`config.mk`:
```
export PLATFORM = sky130hd
export DESIGN_NAME = meter_data_message_receiver_unit
export DESIGN_NICKNAME = d
export VERILOG_FILES = /design/src/design/mdmr_pkg.sv /design/src/design/mdmr_frame.sv /design/src/design/mdmr_parser.sv /design/src/design/meter_data_message_receiver_unit.sv
export SDC_FILE = /design/constraint.sdc
export NUM_CORES = 1
export LEC_CHECK = 0
export ABC_AREA = 1
export CORE_UTILIZATION = 58
export CTS_BUF_LIST = sky130_fd_sc_hd__clkbuf_16
export DETAILED_ROUTE_END_ITERATION = 12
export DONT_BUFFER_PORTS = 1
export PLACE_DENSITY = 0.72
export REMOVE_ABC_BUFFERS = 1
export SYNTH_ARGS = -nofsm -noshare
export SYNTH_HDL_FRONTEND = slang
export SYNTH_HIERARCHICAL = 1
export SYNTH_SLANG_ARGS = --single-unit
```
`constraint.sdc`:
```
create_clock -name i_clk -period 6.75 [get_ports i_clk]
set_input_delay 0.3375 -clock i_clk [delete_from_list [all_inputs] [get_ports i_clk]]
set_output_delay 0.3375 -clock i_clk [all_outputs]
set_load 0.03 [all_outputs]
```
`src/design/mdmr_pkg.sv`:
```
// shared types, codes and helpers of the meter data message receiver
`default_nettype none

package mdmr_pkg;

    localparam logic [6:0] CH_STX   = 7'h02;
    localparam logic [6:0] CH_ETX   = 7'h03;
    localparam logic [6:0] CH_LF    = 7'h0A;
    localparam logic [6:0] CH_CR    = 7'h0D;
    localparam logic [6:0] CH_EXCL  = 7'h21;
    localparam logic [6:0] CH_OPEN  = 7'h28;
    localparam logic [6:0] CH_CLOSE = 7'h29;
    localparam logic [6:0] CH_STAR  = 7'h2A;
    localparam logic [6:0] CH_DOT   = 7'h2E;
    localparam logic [6:0] CH_ZERO  = 7'h30;
    localparam logic [6:0] CH_NINE  = 7'h39;

    localparam logic [1:0] CFG_ENERGY_KEY     = 2'd0;
    localparam logic [1:0] CFG_ENERGY_KEY_LEN = 2'd1;
    localparam logic [1:0] CFG_VOLUME_KEY     = 2'd2;
    localparam logic [1:0] CFG_VOLUME_KEY_LEN = 2'd3;

    localparam logic [63:0] ENERGY_KEY_RESET     = 64'h0000_0000_0038_2E36;
    localparam logic [3:0]  ENERGY_KEY_LEN_RESET = 4'd3;
    localparam logic [63:0] VOLUME_KEY_RESET     = 64'h0000_0000_3632_2E36;
    localparam logic [3:0]  VOLUME_KEY_LEN_RESET = 4'd4;
    localparam logic [31:0] ENERGY_RESET         = 32'hDEAD_CAFE;
    localparam logic [31:0] VOLUME_RESET         = 32'hAFFE_DEAD;

    localparam int KEY_CMP_CHARS = 8;
    localparam logic [2:0] END_SEQ_LEN = 3'd4;

    typedef enum logic [2:0] {
        ST_RECEIVING = 3'd0,
        ST_BCC_OK    = 3'd1,
        ST_BCC_BAD   = 3'd2,
        ST_NO_STX    = 3'd3,
        ST_PARITY    = 3'd4,
        ST_IGNORED   = 3'd5
    } t_status;

    typedef enum logic [1:0] {
        MSG_IDLE     = 2'd0,
        MSG_WAIT_STX = 2'd1,
        MSG_BODY     = 2'd2
    } t_msg_phase;

    typedef enum logic [1:0] {
        REC_KEY    = 2'd0,
        REC_ENERGY = 2'd1,
        REC_VOLUME = 2'd2,
        REC_SKIP   = 2'd3
    } t_rec_phase;

    typedef enum logic [1:0] {
        SEP_NONE       = 2'd0,
        SEP_STAR       = 2'd1,
        SEP_DOT_OPEN   = 2'd2,
        SEP_DOT_CLOSED = 2'd3
    } t_sep;

    typedef struct packed {
        logic       clear;
        logic       char_valid;
        logic [6:0] char_code;
    } t_parse_ctl;

    // elaboration-time power of ten
    function automatic logic [31:0] pow10(input int n);
        logic [31:0] v;
        v = 32'd1;
        for (int k = 0; k < n; k++) begin
            v = 32'(v * 32'd10);
        end
        return v;
    endfunction

    function automatic logic [6:0] end_char(input logic [1:0] idx);
        logic [6:0] c;
        case (idx)
            2'd0:    c = CH_EXCL;
            2'd1:    c = CH_CR;
            2'd2:    c = CH_LF;
            default: c = CH_ETX;
        endcase
        return c;
    endfunction

endpackage

`default_nettype wire

```
`src/design/mdmr_frame.sv`:
```
// message framing: stx check, bcc, end sequence tracking and status
`default_nettype none

module mdmr_frame (
    input  wire logic                  i_clk,
    input  wire logic                  i_rst_n,
    input  wire logic                  i_en,
    input  wire logic                  i_req_type,
    input  wire logic [6:0]            i_rx_byte,
    input  wire logic                  i_parity_error,
    output mdmr_pkg::t_status          o_status,
    output logic [6:0]                 o_bcc_next,
    output mdmr_pkg::t_parse_ctl       o_parse
);
    import mdmr_pkg::*;

    t_msg_phase r_phase, n_phase;
    logic [2:0] r_end_cnt, n_end_cnt;
    logic [6:0] r_bcc, n_bcc;

    always_ff @(posedge i_clk) begin
        if (!i_rst_n) begin
            r_phase   <= MSG_IDLE;
            r_end_cnt <= '0;
            r_bcc     <= '0;
        end else if (i_en) begin
            r_phase   <= n_phase;
            r_end_cnt <= n_end_cnt;
            r_bcc     <= n_bcc;
        end
    end

    always_comb begin
        n_phase   = r_phase;
        n_end_cnt = r_end_cnt;
        n_bcc     = r_bcc;
        o_status  = ST_RECEIVING;
        o_parse   = '{clear: 1'b0, char_valid: 1'b0, char_code: i_rx_byte};
        if (!i_req_type) begin
            n_phase       = MSG_WAIT_STX;
            n_end_cnt     = '0;
            n_bcc         = '0;
            o_parse.clear = 1'b1;
        end else begin
            unique case (r_phase)
                MSG_IDLE: begin
                    o_status = ST_IGNORED;
                end
                MSG_WAIT_STX: begin
                    if (i_parity_error) begin
                        o_status = ST_PARITY;
                        n_phase  = MSG_IDLE;
                    end else if (i_rx_byte != CH_STX) begin
                        o_status = ST_NO_STX;
                        n_phase  = MSG_IDLE;
                    end else begin
                        o_parse.clear = 1'b1;
                        n_phase       = MSG_BODY;
                    end
                end
                MSG_BODY: begin
                    if (i_parity_error) begin
                        o_status = ST_PARITY;
                        n_phase  = MSG_IDLE;
                    end else if (r_end_cnt >= END_SEQ_LEN) begin
                        o_status = (i_rx_byte == r_bcc) ? ST_BCC_OK : ST_BCC_BAD;
                        n_phase  = MSG_IDLE;
                    end else begin
                        n_bcc = r_bcc ^ i_rx_byte;
                        if (i_rx_byte == end_char(r_end_cnt[1:0])) begin
                            n_end_cnt = r_end_cnt + 3'd1;
                        end else if (r_end_cnt != '0) begin
                            n_end_cnt = '0;
                        end else begin
                            o_parse.char_valid = 1'b1;
                        end
                    end
                end
                default: begin
                    n_phase = MSG_IDLE;
                end
            endcase
        end
    end

    assign o_bcc_next = n_bcc;

endmodule

`default_nettype wire

```
`src/design/mdmr_parser.sv`:
```
// record parser: key capture, key match, fixed point value build and value registers
`default_nettype none

module mdmr_parser #(
    parameter int KEY_MAX_CHARS   = 8,
    parameter int FRACTION_DIGITS = 3
) (
    input  wire logic                  i_clk,
    input  wire logic                  i_rst_n,
    input  wire logic                  i_en,
    input  wire mdmr_pkg::t_parse_ctl  i_parse,
    input  wire logic                  i_cfg_we,
    input  wire logic [1:0]            i_cfg_index,
    input  wire logic [63:0]           i_cfg_data,
    output logic [31:0]                o_energy_next,
    output logic [31:0]                o_volume_next
);
    import mdmr_pkg::*;

    localparam int KLW = $clog2(KEY_MAX_CHARS + 2);
    localparam int KIW = $clog2(KEY_MAX_CHARS);
    localparam int FW  = $clog2(10 ** FRACTION_DIGITS);
    localparam int CW  = $clog2(FRACTION_DIGITS + 1);
    localparam logic [31:0] SCALE = pow10(FRACTION_DIGITS);

    logic [63:0] r_energy_key, r_volume_key;
    logic [3:0]  r_energy_len, r_volume_len;

    t_rec_phase  r_rec, n_rec;
    t_sep        r_sep, n_sep;
    logic [6:0]  r_key_chars [KEY_MAX_CHARS];
    logic [6:0]  n_key_chars [KEY_MAX_CHARS];
    logic [KLW-1:0] r_key_len, n_key_len;
    logic [31:0] r_digit_s, n_digit_s;
    logic [31:0] r_int_s, n_int_s;
    logic [FW-1:0] r_frac_s, n_frac_s;
    logic [CW-1:0] r_frac_cnt, n_frac_cnt;
    logic [31:0] r_energy, n_energy;
    logic [31:0] r_volume, n_volume;

    logic [FW-1:0] w_frac_weight [2 ** CW];
    logic [KEY_CMP_CHARS-1:0] w_e_eq, w_v_eq;
    logic w_e_match, w_v_match;
    logic [6:0] w_c;
    logic [3:0] w_d;
    logic w_is_digit;
    logic [31:0] w_value;

    always_ff @(posedge i_clk) begin
        if (!i_rst_n) begin
            r_energy_key <= ENERGY_KEY_RESET;
            r_energy_len <= ENERGY_KEY_LEN_RESET;
            r_volume_key <= VOLUME_KEY_RESET;
            r_volume_len <= VOLUME_KEY_LEN_RESET;
        end else if (i_cfg_we) begin
            unique case (i_cfg_index)
                CFG_ENERGY_KEY:     r_energy_key <= i_cfg_data;
                CFG_ENERGY_KEY_LEN: r_energy_len <= i_cfg_data[3:0];
                CFG_VOLUME_KEY:     r_volume_key <= i_cfg_data;
                CFG_VOLUME_KEY_LEN: r_volume_len <= i_cfg_data[3:0];
                default:            r_energy_len <= r_energy_len;
            endcase
        end
    end

    generate
        for (genvar g = 0; g < 2 ** CW; g++) begin : g_weight
            if (g < FRACTION_DIGITS) begin : g_used
                assign w_frac_weight[g] = FW'(pow10(FRACTION_DIGITS - 1 - g));
            end else begin : g_unused
                assign w_frac_weight[g] = '0;
            end
        end
        for (genvar i = 0; i < KEY_CMP_CHARS; i++) begin : g_cmp
            if (i < KEY_MAX_CHARS) begin : g_cmp_used
                assign w_e_eq[i] = (r_energy_key[8*i +: 8] == {1'b0, r_key_chars[i]});
                assign w_v_eq[i] = (r_volume_key[8*i +: 8] == {1'b0, r_key_chars[i]});
            end else begin : g_cmp_unused
                assign w_e_eq[i] = 1'b0;
                assign w_v_eq[i] = 1'b0;
            end
        end
    endgenerate

    always_comb begin
        w_e_match = (r_energy_len != 4'd0) && (32'(r_energy_len) <= 32'(KEY_CMP_CHARS))
                 && (32'(r_energy_len) <= 32'(KEY_MAX_CHARS))
                 && (32'(r_key_len) == 32'(r_energy_len));
        w_v_match = (r_volume_len != 4'd0) && (32'(r_volume_len) <= 32'(KEY_CMP_CHARS))
                 && (32'(r_volume_len) <= 32'(KEY_MAX_CHARS))
                 && (32'(r_key_len) == 32'(r_volume_len));
        for (int i = 0; i < KEY_CMP_CHARS; i++) begin
            if (32'(i) < 32'(r_energy_len) && !w_e_eq[i]) begin
                w_e_match = 1'b0;
            end
            if (32'(i) < 32'(r_volume_len) && !w_v_eq[i]) begin
                w_v_match = 1'b0;
            end
        end
    end

    assign w_c        = i_parse.char_code;
    assign w_d        = w_c[3:0];
    assign w_is_digit = (w_c >= CH_ZERO) && (w_c <= CH_NINE);
    assign w_value    = ((r_sep == SEP_NONE) ? r_digit_s : r_int_s)
                      + (((r_sep == SEP_DOT_OPEN) || (r_sep == SEP_DOT_CLOSED))
                         ? 32'(r_frac_s) : 32'd0);

    always_comb begin
        n_rec       = r_rec;
        n_sep       = r_sep;
        n_key_chars = r_key_chars;
        n_key_len   = r_key_len;
        n_digit_s   = r_digit_s;
        n_int_s     = r_int_s;
        n_frac_s    = r_frac_s;
        n_frac_cnt  = r_frac_cnt;
        n_energy    = r_energy;
        n_volume    = r_volume;
        if (i_parse.clear) begin
            n_rec     = REC_KEY;
            n_key_len = '0;
        end else if (i_parse.char_valid) begin
            case (r_rec)
                REC_KEY: begin
                    if (r_key_len == '0 && (w_c == CH_CR || w_c == CH_LF)) begin
                        n_rec = r_rec;
                    end else if (w_c == CH_OPEN) begin
                        if (w_e_match) begin
                            n_rec = REC_ENERGY;
                        end else if (w_v_match) begin
                            n_rec = REC_VOLUME;
                        end else begin
                            n_rec = REC_SKIP;
                        end
                        n_digit_s  = '0;
                        n_int_s    = '0;
                        n_frac_s   = '0;
                        n_frac_cnt = '0;
                        n_sep      = SEP_NONE;
                    end else if (32'(r_key_len) < 32'(KEY_MAX_CHARS)) begin
                        n_key_chars[r_key_len[KIW-1:0]] = w_c;
                        n_key_len = r_key_len + KLW'(1);
                    end else begin
                        n_key_len = KLW'(KEY_MAX_CHARS + 1);
                    end
                end
                REC_SKIP: begin
                    if (w_c == CH_CLOSE) begin
                        n_rec     = REC_KEY;
                        n_key_len = '0;
                    end
                end
                default: begin
                    if (w_c == CH_CLOSE) begin
                        if (r_rec == REC_ENERGY) begin
                            n_energy = w_value;
                        end else begin
                            n_volume = w_value;
                        end
                        n_rec     = REC_KEY;
                        n_key_len = '0;
                    end else if (r_sep == SEP_DOT_OPEN) begin
                        if (w_is_digit) begin
                            if (32'(r_frac_cnt) < 32'(FRACTION_DIGITS)) begin
                                n_frac_s   = r_frac_s + FW'(FW'(w_d) * w_frac_weight[r_frac_cnt]);
                                n_frac_cnt = r_frac_cnt + CW'(1);
                            end
                        end else begin
                            n_sep = SEP_DOT_CLOSED;
                        end
                    end else if (r_sep == SEP_DOT_CLOSED) begin
                        n_sep = r_sep;
                    end else if (w_c == CH_DOT) begin
                        n_int_s = r_digit_s;
                        n_sep   = SEP_DOT_OPEN;
                    end else if (w_c == CH_STAR && r_sep == SEP_NONE) begin
                        n_int_s   = r_digit_s;
                        n_sep     = SEP_STAR;
                        n_digit_s = '0;
                    end else if (w_is_digit) begin
                        // digit run kept already scaled, wraps mod 2^32
                        n_digit_s = 32'(r_digit_s * 32'd10) + 32'(32'(w_d) * SCALE);
                    end else begin
                        n_digit_s = '0;
                    end
                end
            endcase
        end
    end

    always_ff @(posedge i_clk) begin
        if (!i_rst_n) begin
            r_rec      <= REC_KEY;
            r_sep      <= SEP_NONE;
            r_key_len  <= '0;
            r_digit_s  <= '0;
            r_int_s    <= '0;
            r_frac_s   <= '0;
            r_frac_cnt <= '0;
            r_energy   <= ENERGY_RESET;
            r_volume   <= VOLUME_RESET;
        end else if (i_en) begin
            r_rec      <= n_rec;
            r_sep      <= n_sep;
            r_key_len  <= n_key_len;
            r_digit_s  <= n_digit_s;
            r_int_s    <= n_int_s;
            r_frac_s   <= n_frac_s;
            r_frac_cnt <= n_frac_cnt;
            r_energy   <= n_energy;
            r_volume   <= n_volume;
        end
    end

    always_ff @(posedge i_clk) begin
        if (i_en) begin
            r_key_chars <= n_key_chars;
        end
    end

    assign o_energy_next = n_energy;
    assign o_volume_next = n_volume;

endmodule

`default_nettype wire

```
`src/design/meter_data_message_receiver_unit.sv`:
```
// Meter data message receiver: takes an IEC 62056-21 data message one 7-bit character per
// transaction, checks STX, the end sequence and the BCC, and extracts the energy and volume
// values as fixed point with FRACTION_DIGITS decimals. One transaction is accepted every
// cycle while the output is not stalled; each transaction passes the input register, then
// the result register. Every input transaction gives exactly one result transaction.
// Configuration registers are written through i_cfg_we / i_cfg_index / i_cfg_data; the
// user must write them only while the block is idle, and the block does not enforce it.
`default_nettype none

module meter_data_message_receiver_unit #(
    parameter int KEY_MAX_CHARS   = 8,
    parameter int FRACTION_DIGITS = 3
) (
    input  wire logic         i_clk,
    input  wire logic         i_rst_n,
    input  wire logic         s_axis_tvalid,
    output logic              s_axis_tready,
    input  wire logic [7:0]   s_axis_tdata,   // rx_byte[6:0], zero pad
    input  wire logic [1:0]   s_axis_tuser,   // req_type, parity_error
    output logic              m_axis_tvalid,
    input  wire logic         m_axis_tready,
    output logic [71:0]       m_axis_tdata,   // energy_value, volume_value, computed_bcc, pad
    output logic [2:0]        m_axis_tuser,   // status
    input  wire logic         i_cfg_we,
    input  wire logic [1:0]   i_cfg_index,
    input  wire logic [63:0]  i_cfg_data
);
    import mdmr_pkg::*;

    logic        r_in_valid;
    logic        r_req_type;
    logic [6:0]  r_rx_byte;
    logic        r_parity_error;
    logic        r_out_valid;
    t_status     r_status;
    logic [31:0] r_energy;
    logic [31:0] r_volume;
    logic [6:0]  r_bcc;

    logic        w_adv;
    t_status     w_status;
    logic [6:0]  w_bcc_next;
    t_parse_ctl  w_parse;
    logic [31:0] w_energy_next;
    logic [31:0] w_volume_next;

    assign w_adv         = r_in_valid && (!r_out_valid || m_axis_tready);
    assign s_axis_tready = !r_in_valid || w_adv;

    always_ff @(posedge i_clk) begin
        if (!i_rst_n) begin
            r_in_valid <= 1'b0;
        end else if (s_axis_tready) begin
            r_in_valid <= s_axis_tvalid;
        end
    end

    always_ff @(posedge i_clk) begin
        if (s_axis_tvalid && s_axis_tready) begin
            r_req_type     <= s_axis_tuser[0];
            r_parity_error <= s_axis_tuser[1];
            r_rx_byte      <= s_axis_tdata[6:0];
        end
    end

    mdmr_frame u_frame (
        .i_clk          (i_clk),
        .i_rst_n        (i_rst_n),
        .i_en           (w_adv),
        .i_req_type     (r_req_type),
        .i_rx_byte      (r_rx_byte),
        .i_parity_error (r_parity_error),
        .o_status       (w_status),
        .o_bcc_next     (w_bcc_next),
        .o_parse        (w_parse)
    );

    mdmr_parser #(
        .KEY_MAX_CHARS   (KEY_MAX_CHARS),
        .FRACTION_DIGITS (FRACTION_DIGITS)
    ) u_parser (
        .i_clk         (i_clk),
        .i_rst_n       (i_rst_n),
        .i_en          (w_adv),
        .i_parse       (w_parse),
        .i_cfg_we      (i_cfg_we),
        .i_cfg_index   (i_cfg_index),
        .i_cfg_data    (i_cfg_data),
        .o_energy_next (w_energy_next),
        .o_volume_next (w_volume_next)
    );

    always_ff @(posedge i_clk) begin
        if (!i_rst_n) begin
            r_out_valid <= 1'b0;
        end else if (w_adv) begin
            r_out_valid <= 1'b1;
        end else if (m_axis_tready) begin
            r_out_valid <= 1'b0;
        end
    end

    always_ff @(posedge i_clk) begin
        if (w_adv) begin
            r_status <= w_status;
            r_energy <= w_energy_next;
            r_volume <= w_volume_next;
            r_bcc    <= w_bcc_next;
        end
    end

    assign m_axis_tvalid = r_out_valid;
    assign m_axis_tdata  = {1'b0, r_bcc, r_volume, r_energy};
    assign m_axis_tuser  = r_status;

endmodule

`default_nettype wire
```
* After elaboration in Yosys (flattened, before gate mapping) *
Cells that the tools add are included.
Widths: inputs -> output; s select.

cells by class
  $add $sub $neg = 6
  reductions and logical operators = 81
  equal/unequal tests = 55
  mux-type cells = 124
  bitwise gates (word level) = 7
  $mul = 3
  order comparisons = 26

operators with widths
  operator               number
  $mux 32                24
  $eq 8x7->1             16
  $pmux 32 s2            2
  $mux 10                9
  $mux 7                 9
  $bwmux 56              1
  $mux 2                 26
  $reduce_and 10->1      4
  $add 32x14->32         1
  $add 32x32->32         1
  $lt 3x4->1 const A     8
  $mul 32x3->31 const B  1
  $mux 1                 29
  $eq 7x6->1 const B     4
  $logic_and 1x1->1      28
  $mux 4                 7
  $mux 3                 9
  $demux 7 s3            1
  $bmux 10 s2            1
  $pmux 10 s2            1
  $logic_not 1->1        18
  $pmux 6 s3             1
  $lt 1x4->1 const A     4
  $lt 2x4->1 const A     4
  other kinds (44)       93

word-level totals
  register bits = 437
  output and inout bits = 77
  word-level logic and storage cells = 335
  input port bits = 81

* Logic depth before layout (Yosys ltp) *
  depth in word-level cells = 19
  gate-level depth with buffers = 27

* Hierarchy *
The synthesis kept the hierarchy.

by module, submodules not included
  module                            area each (um^2)  cells an instance  instances  seq. area each (um^2)
  mdmr_parser                       20490.9           2897               1          7247.0
  meter_data_message_receiver_unit  2598.7            98                 1          2532.4
  mdmr_frame                        1071.0            167                1          240.2

* Worst setup path after synthesis *
No wires, ideal clock.

  path type = register -> register
  start point = reg r_out_valid, in the netlist m_axis_tvalid
  end point = reg u_parser/r_key_chars[42] in the netlist's numbering, enable pin
  slack = 873 ps
  arrival time = 5516 ps
  library setup time = 360 ps
  data required time = 6390 ps
  path buffers = 1
  cell stages (with the launch flop) = 9
  cell sequence = dfxtp_1 > a21oi_1 > clkbuf_1 > inv_2 > nor2_1 > nand3_1 > nor3b_1 > nand2_1 > nor2_1

on the way
  word-level cells in the longest chain between the ends = 4

ends and longest elaborated chain
  what                        RTL line                                RTL
  from (decl)                 meter_data_message_receiver_unit.sv:34  logic r_out_valid;
  from (signal assigned)      meter_data_message_receiver_unit.sv:95  r_out_valid <= 1'b0;
  from (signal assigned)      meter_data_message_receiver_unit.sv:97  r_out_valid <= 1'b1;
  from (signal assigned)      meter_data_message_receiver_unit.sv:99  r_out_valid <= 1'b0;
  $logic_not 1->1             meter_data_message_receiver_unit.sv:47  assign w_adv = r_in_valid && (!r_out_valid || m_axis_tready);
  $logic_or 1x1->1            meter_data_message_receiver_unit.sv:47
  $logic_and 1x1->1           meter_data_message_receiver_unit.sv:47
  named net w_adv             meter_data_message_receiver_unit.sv:40  logic w_adv;
  $reduce_and 7->1 (no line)  -
  to (signal assigned)        mdmr_parser.sv:218                      r_key_chars <= n_key_chars;
  to (decl)                   mdmr_parser.sv:31                       logic [6:0] r_key_chars [KEY_MAX_CHARS];

The timed path passes the listed nets, and every way through them passes these cells.
A chain may end at the register's enable or synchronous reset.

* Final worst setup path *
  start point = reg r_rx_byte[1]
  end point = reg u_parser.r_digit_s[24]

on the way
  word-level cells in the longest chain between the ends = 9
  elaborated cells on any way between the ends = 38
  classes of those cells = add/sub: 1; mul: 1; order compare: 2; eq/ne: 12; mux: 16; bitwise: 1; reduce/logical: 5

ends and longest elaborated chain
  what                                                 RTL line                                RTL
  from (decl)                                          meter_data_message_receiver_unit.sv:32  logic [6:0] r_rx_byte;
  from (signal assigned)                               meter_data_message_receiver_unit.sv:62  r_rx_byte <= s_axis_tdata[6:0];
  $mul 4x7->11, or another cell as far along           mdmr_parser.sv:183                      n_digit_s = 32'(r_digit_s * 32'd10) + 32'(32'(w_d) * SCALE);
  $add 32x14->32 or $logic_and 1x1->1 (tied branches)  mdmr_parser.sv:183, mdmr_parser.sv:104
  $mux 32                                              mdmr_parser.sv:181                      end else if (w_is_digit) begin
  $mux 32                                              mdmr_parser.sv:177                      end else if (w_c == CH_STAR && r_sep == SEP_NONE) begin
  $mux 32                                              mdmr_parser.sv:174                      end else if (w_c == CH_DOT) begin
  $mux 32                                              mdmr_parser.sv:172                      end else if (r_sep == SEP_DOT_CLOSED) begin
  $mux 32                                              mdmr_parser.sv:163                      end else if (r_sep == SEP_DOT_OPEN) begin
  $mux 32                                              mdmr_parser.sv:155                      if (w_c == CH_CLOSE) begin
  $pmux 32 s2                                          mdmr_parser.sv:124                      case (r_rec)
  to (signal assigned)                                 mdmr_parser.sv:207                      r_digit_s <= n_digit_s;
  to (decl)                                            mdmr_parser.sv:34                       logic [31:0] r_digit_s, n_digit_s;

Several ways; a longest one is shown, not always the timed one. The select of a mux whose other input is x is not followed.

==> results.sh <==
export IMPL_outcome="finished, final reports clean"
export IMPL_cts_clk_slew_worst_paths_ns=0.06
export IMPL_worst_pin_slew_ns=0.996
export IMPL_placed_cell_area_um2=24400
export IMPL_yosysSeqAreaShare=0.415
export IMPL_place_gp_congestion=0.926
export IMPL_worstPathMaxFanout=13
export IMPL_timing_rr_start="r_rx_byte[1]"
export IMPL_insertion_delay_ns=0.58
export IMPL_required_ns=7.15
export IMPL_ioPinCount=158
export IMPL_rr_worst_depth=25
export IMPL_slew_violations=0
export IMPL_cts_path_max_buffers=3
export IMPL_post_cts_resized=0
export IMPL_min_to="u_parser/r_volume_key[50]"
export IMPL_layout_common_cells="nand2_1 (721), inv_1 (410), nor2_1 (303)"
export IMPL_cpLargestDelayFamily="adder cells"
export IMPL_rsz0062_at_grt="no"
export IMPL_fin_crit_sh=0.760
export IMPL_p_total_mw=5.92
export IMPL_syn_to_final_growth_pct=10.6
export IMPL_htreeDepth=2
export IMPL_cp_start_kind="flop"
export IMPL_worst_path_buf_inv=2
export IMPL_ant_nets=0
export IMPL_r2r_end="u_parser/r_digit_s[24]"
export IMPL_post_cts_buffers=0
export IMPL_max_stage_delay_ns=0.70
export IMPL_slew_headroom=0.336
export IMPL_cellLeakagePower_nw=11.9
export IMPL_layout_drive_gt1_share=0.0748
export IMPL_synth_edf_count=139
export IMPL_vias=20700
export IMPL_synth_main_ff_cell="dfxtp_1"
export IMPL_post_route_min_period_ns=5.13
export IMPL_finalSetupTns_ns=0
export IMPL_layoutNonFillerInstCount=3757
export IMPL_ir_worst_vdd_mv=0.185
export IMPL_drcViolationCount=0
export IMPL_ys_warn_count=6
export IMPL_min_path_type="in -> reg"
export IMPL_dieArea_um2=42500
export IMPL_p_per_area_nw_per_um2=222
export IMPL_coreArea_um2=40900
export IMPL_crit_top_cell="nand2_1"
export IMPL_die_h_um=206
export IMPL_cts_hold_buf=77
export IMPL_cp_num_cells=25
export IMPL_synth_area_um2=24200
export IMPL_antenna_found_initial=1
export IMPL_post_route_util=0.653
export IMPL_drv_cap=0
export IMPL_grt_pass1_vias=20000
export IMPL_fmax_mhz=195
export IMPL_clock_skew_ns=0.0282
export IMPL_synthCells=3162
export IMPL_fillers=3547
export IMPL_overflow=0
export IMPL_numClockSinks=431
export IMPL_critPathArrivalTime_ns=5.52
export IMPL_track_usage=0.283
export IMPL_yosysUniqueCellTypes=58
export IMPL_via_per_inst=5.51
export IMPL_finalWirelength_um=60400
export IMPL_rows=74
export IMPL_port_buffers=0
export IMPL_grt_max_degree=163
export IMPL_crit_path_top_delay_cell="fa_1"
export IMPL_fin_area_um2=26700
export IMPL_hold_depth=2
export IMPL_root_buffer="clkbuf_16"
export IMPL_syn_avg_cell_area_um2=7.64
export IMPL_rrSetupSlack_ns=1.62
export IMPL_die_w_um=206
export IMPL_cts_tree="done"
export IMPL_critPathCaptureType="flop"
export IMPL_setup_violations=0
export IMPL_worstHoldStart="i_cfg_data[50]"
export IMPL_dp_cells=3596
export IMPL_ys_async_sr_fraction=0
export IMPL_first_pass_iters=5
export IMPL_initial_utilization=0.590
export IMPL_first_iter_violations=1763
export IMPL_numCtsBuffers=45
export IMPL_final_net_count=3409
export IMPL_critPathKind="reg -> reg"
export IMPL_grt_pass1_wl_um=97200
export IMPL_ys_ff_latch=431
export IMPL_hpwl_um=41800
export IMPL_wire_per_inst_um=16.1
export IMPL_final_common_cell="nand2_1"
export IMPL_finalHoldViolCount=0
## sequential cells by signal (all words and copies together) (netlist names), 4 cells and up
name                   count
u_parser/r_energy_len      4
r_bcc                      7
r_rx_byte                  7
u_parser/r_frac_s         10
u_parser/r_int_s          29
u_parser/r_key_len         4
u_parser/r_energy         32
u_parser/r_energy_key     64
u_parser/r_volume_len      4
r_energy                  32
u_parser/r_digit_s        29
u_parser/r_key_chars      56
u_frame/r_bcc              7
u_parser/r_volume         32
r_volume                  32
u_parser/r_volume_key     64
## layout make-up
type                       instances  area, um2  area share
inverter                         423       1590      0.0597
timing repair buffer              96        931      0.0348
multi-input combinational       2191      12000       0.450
antenna                            1       2.50   0.0000937
clock buffer                      47       1180      0.0440
clock inverter                    36        299      0.0112
sequential                       431      10000       0.375
tap                              532        666      0.0249
## cells by family (layout without fill, tap and decap cells)
group | after synthesis | after routing | synth area share
AND/OR/NAND/NOR | 1385 | 1385 | 0.251
flip-flops | 431 | 431 | 0.415
buffers and inverters | 540 | 602 | 0.0885
other | 1 | 2 | 0.000155
AO/OA/AOI/OAI | 559 | 559 | 0.128
XOR/XNOR | 105 | 105 | 0.0381
adder cells (fa/ha/maj) | 140 | 140 | 0.0796
multiplexers | 1 | 1 | 0.000414
## metal layers
metal	GRT usage	vias to the layer above	wire length, um
met5	0	-	0
met4	0.0830	0	1170
met3	0.0325	87	2690
met2	0.517	521	30500
met1	0.348	9785	26000
li1	-	10300	-
## where the power goes
part	switching, mW	internal, mW
Combinational	0.348	0.212
Clock	1.03	1.45
Sequential	0.0990	2.78
## cells in the mapped netlist, types with 4 or more instances
library cell | number | area share
nand2_1 | 721 | 0.11
inv_1 | 399 | 0.062
nor2_1 | 304 | 0.047
dfxtp_1 | 292 | 0.24
a21oi_1 | 235 | 0.049
o21ai_0 | 189 | 0.039
nand3_1 | 149 | 0.031
edfxtp_1 | 139 | 0.17
ha_1 | 117 | 0.061
clkbuf_1 | 82 | 0.013
xor2_1 | 67 | 0.024
or2_2 | 47 | 0.012
nand4_1 | 40 | 0.010
xnor2_1 | 38 | 0.014
nor3_1 | 30 | 0.0062
o21ai_1 | 30 | 0.0062
a211oi_1 | 25 | 0.0078
o211ai_1 | 24 | 0.0075
fa_1 | 23 | 0.019
inv_2 | 19 | 0.0030
nor2_2 | 18 | 0.0047
nand2_2 | 16 | 0.0041
buf_2 | 15 | 0.0031
nand3_2 | 13 | 0.0054
nor4_1 | 12 | 0.0031
o21ai_2 | 12 | 0.0044
o22ai_1 | 10 | 0.0026
buf_4 | 9 | 0.0028
buf_6 | 7 | 0.0033
nand3b_1 | 7 | 0.0022
nor2_4 | 7 | 0.0033
o21bai_1 | 7 | 0.0022
nor3_2 | 6 | 0.0025
a21o_1 | 4 | 0.0012
buf_1 | 4 | 0.00062
clkinv_1 | 4 | 0.00062
## worst max-delay path by stage
| stage | from | to | slack [ns] |
|---|---|---|---|
| finish | r_rx_byte[1] | u_parser/r_digit_s[24] | 1.62 |
| global route | r_rx_byte[1] | u_parser/r_digit_s[24] | 1.13 |
| CTS | r_rx_byte[1] | u_parser/r_digit_s[24] | 1.64 |
| detailed placement | r_rx_byte[1] | u_parser/r_digit_s[24] | 1.66 |
| global placement | r_rx_byte[1] | u_parser/r_digit_s[28] | 1.67 |
| floorplan | m_axis_tvalid | u_parser/r_digit_s[18] | -4.65 |
## per-stage QoR
step	hold WS, ns	setup slack (ns)
after global routing	0.0469	1.13
after floorplan	0.422	-4.65
after CTS	0.00265	1.64
after global placement	0.436	1.67
final	0.0253	1.62
after detailed placement	0.436	1.66
No activity file was read; power rests on OpenSTA's default activity.
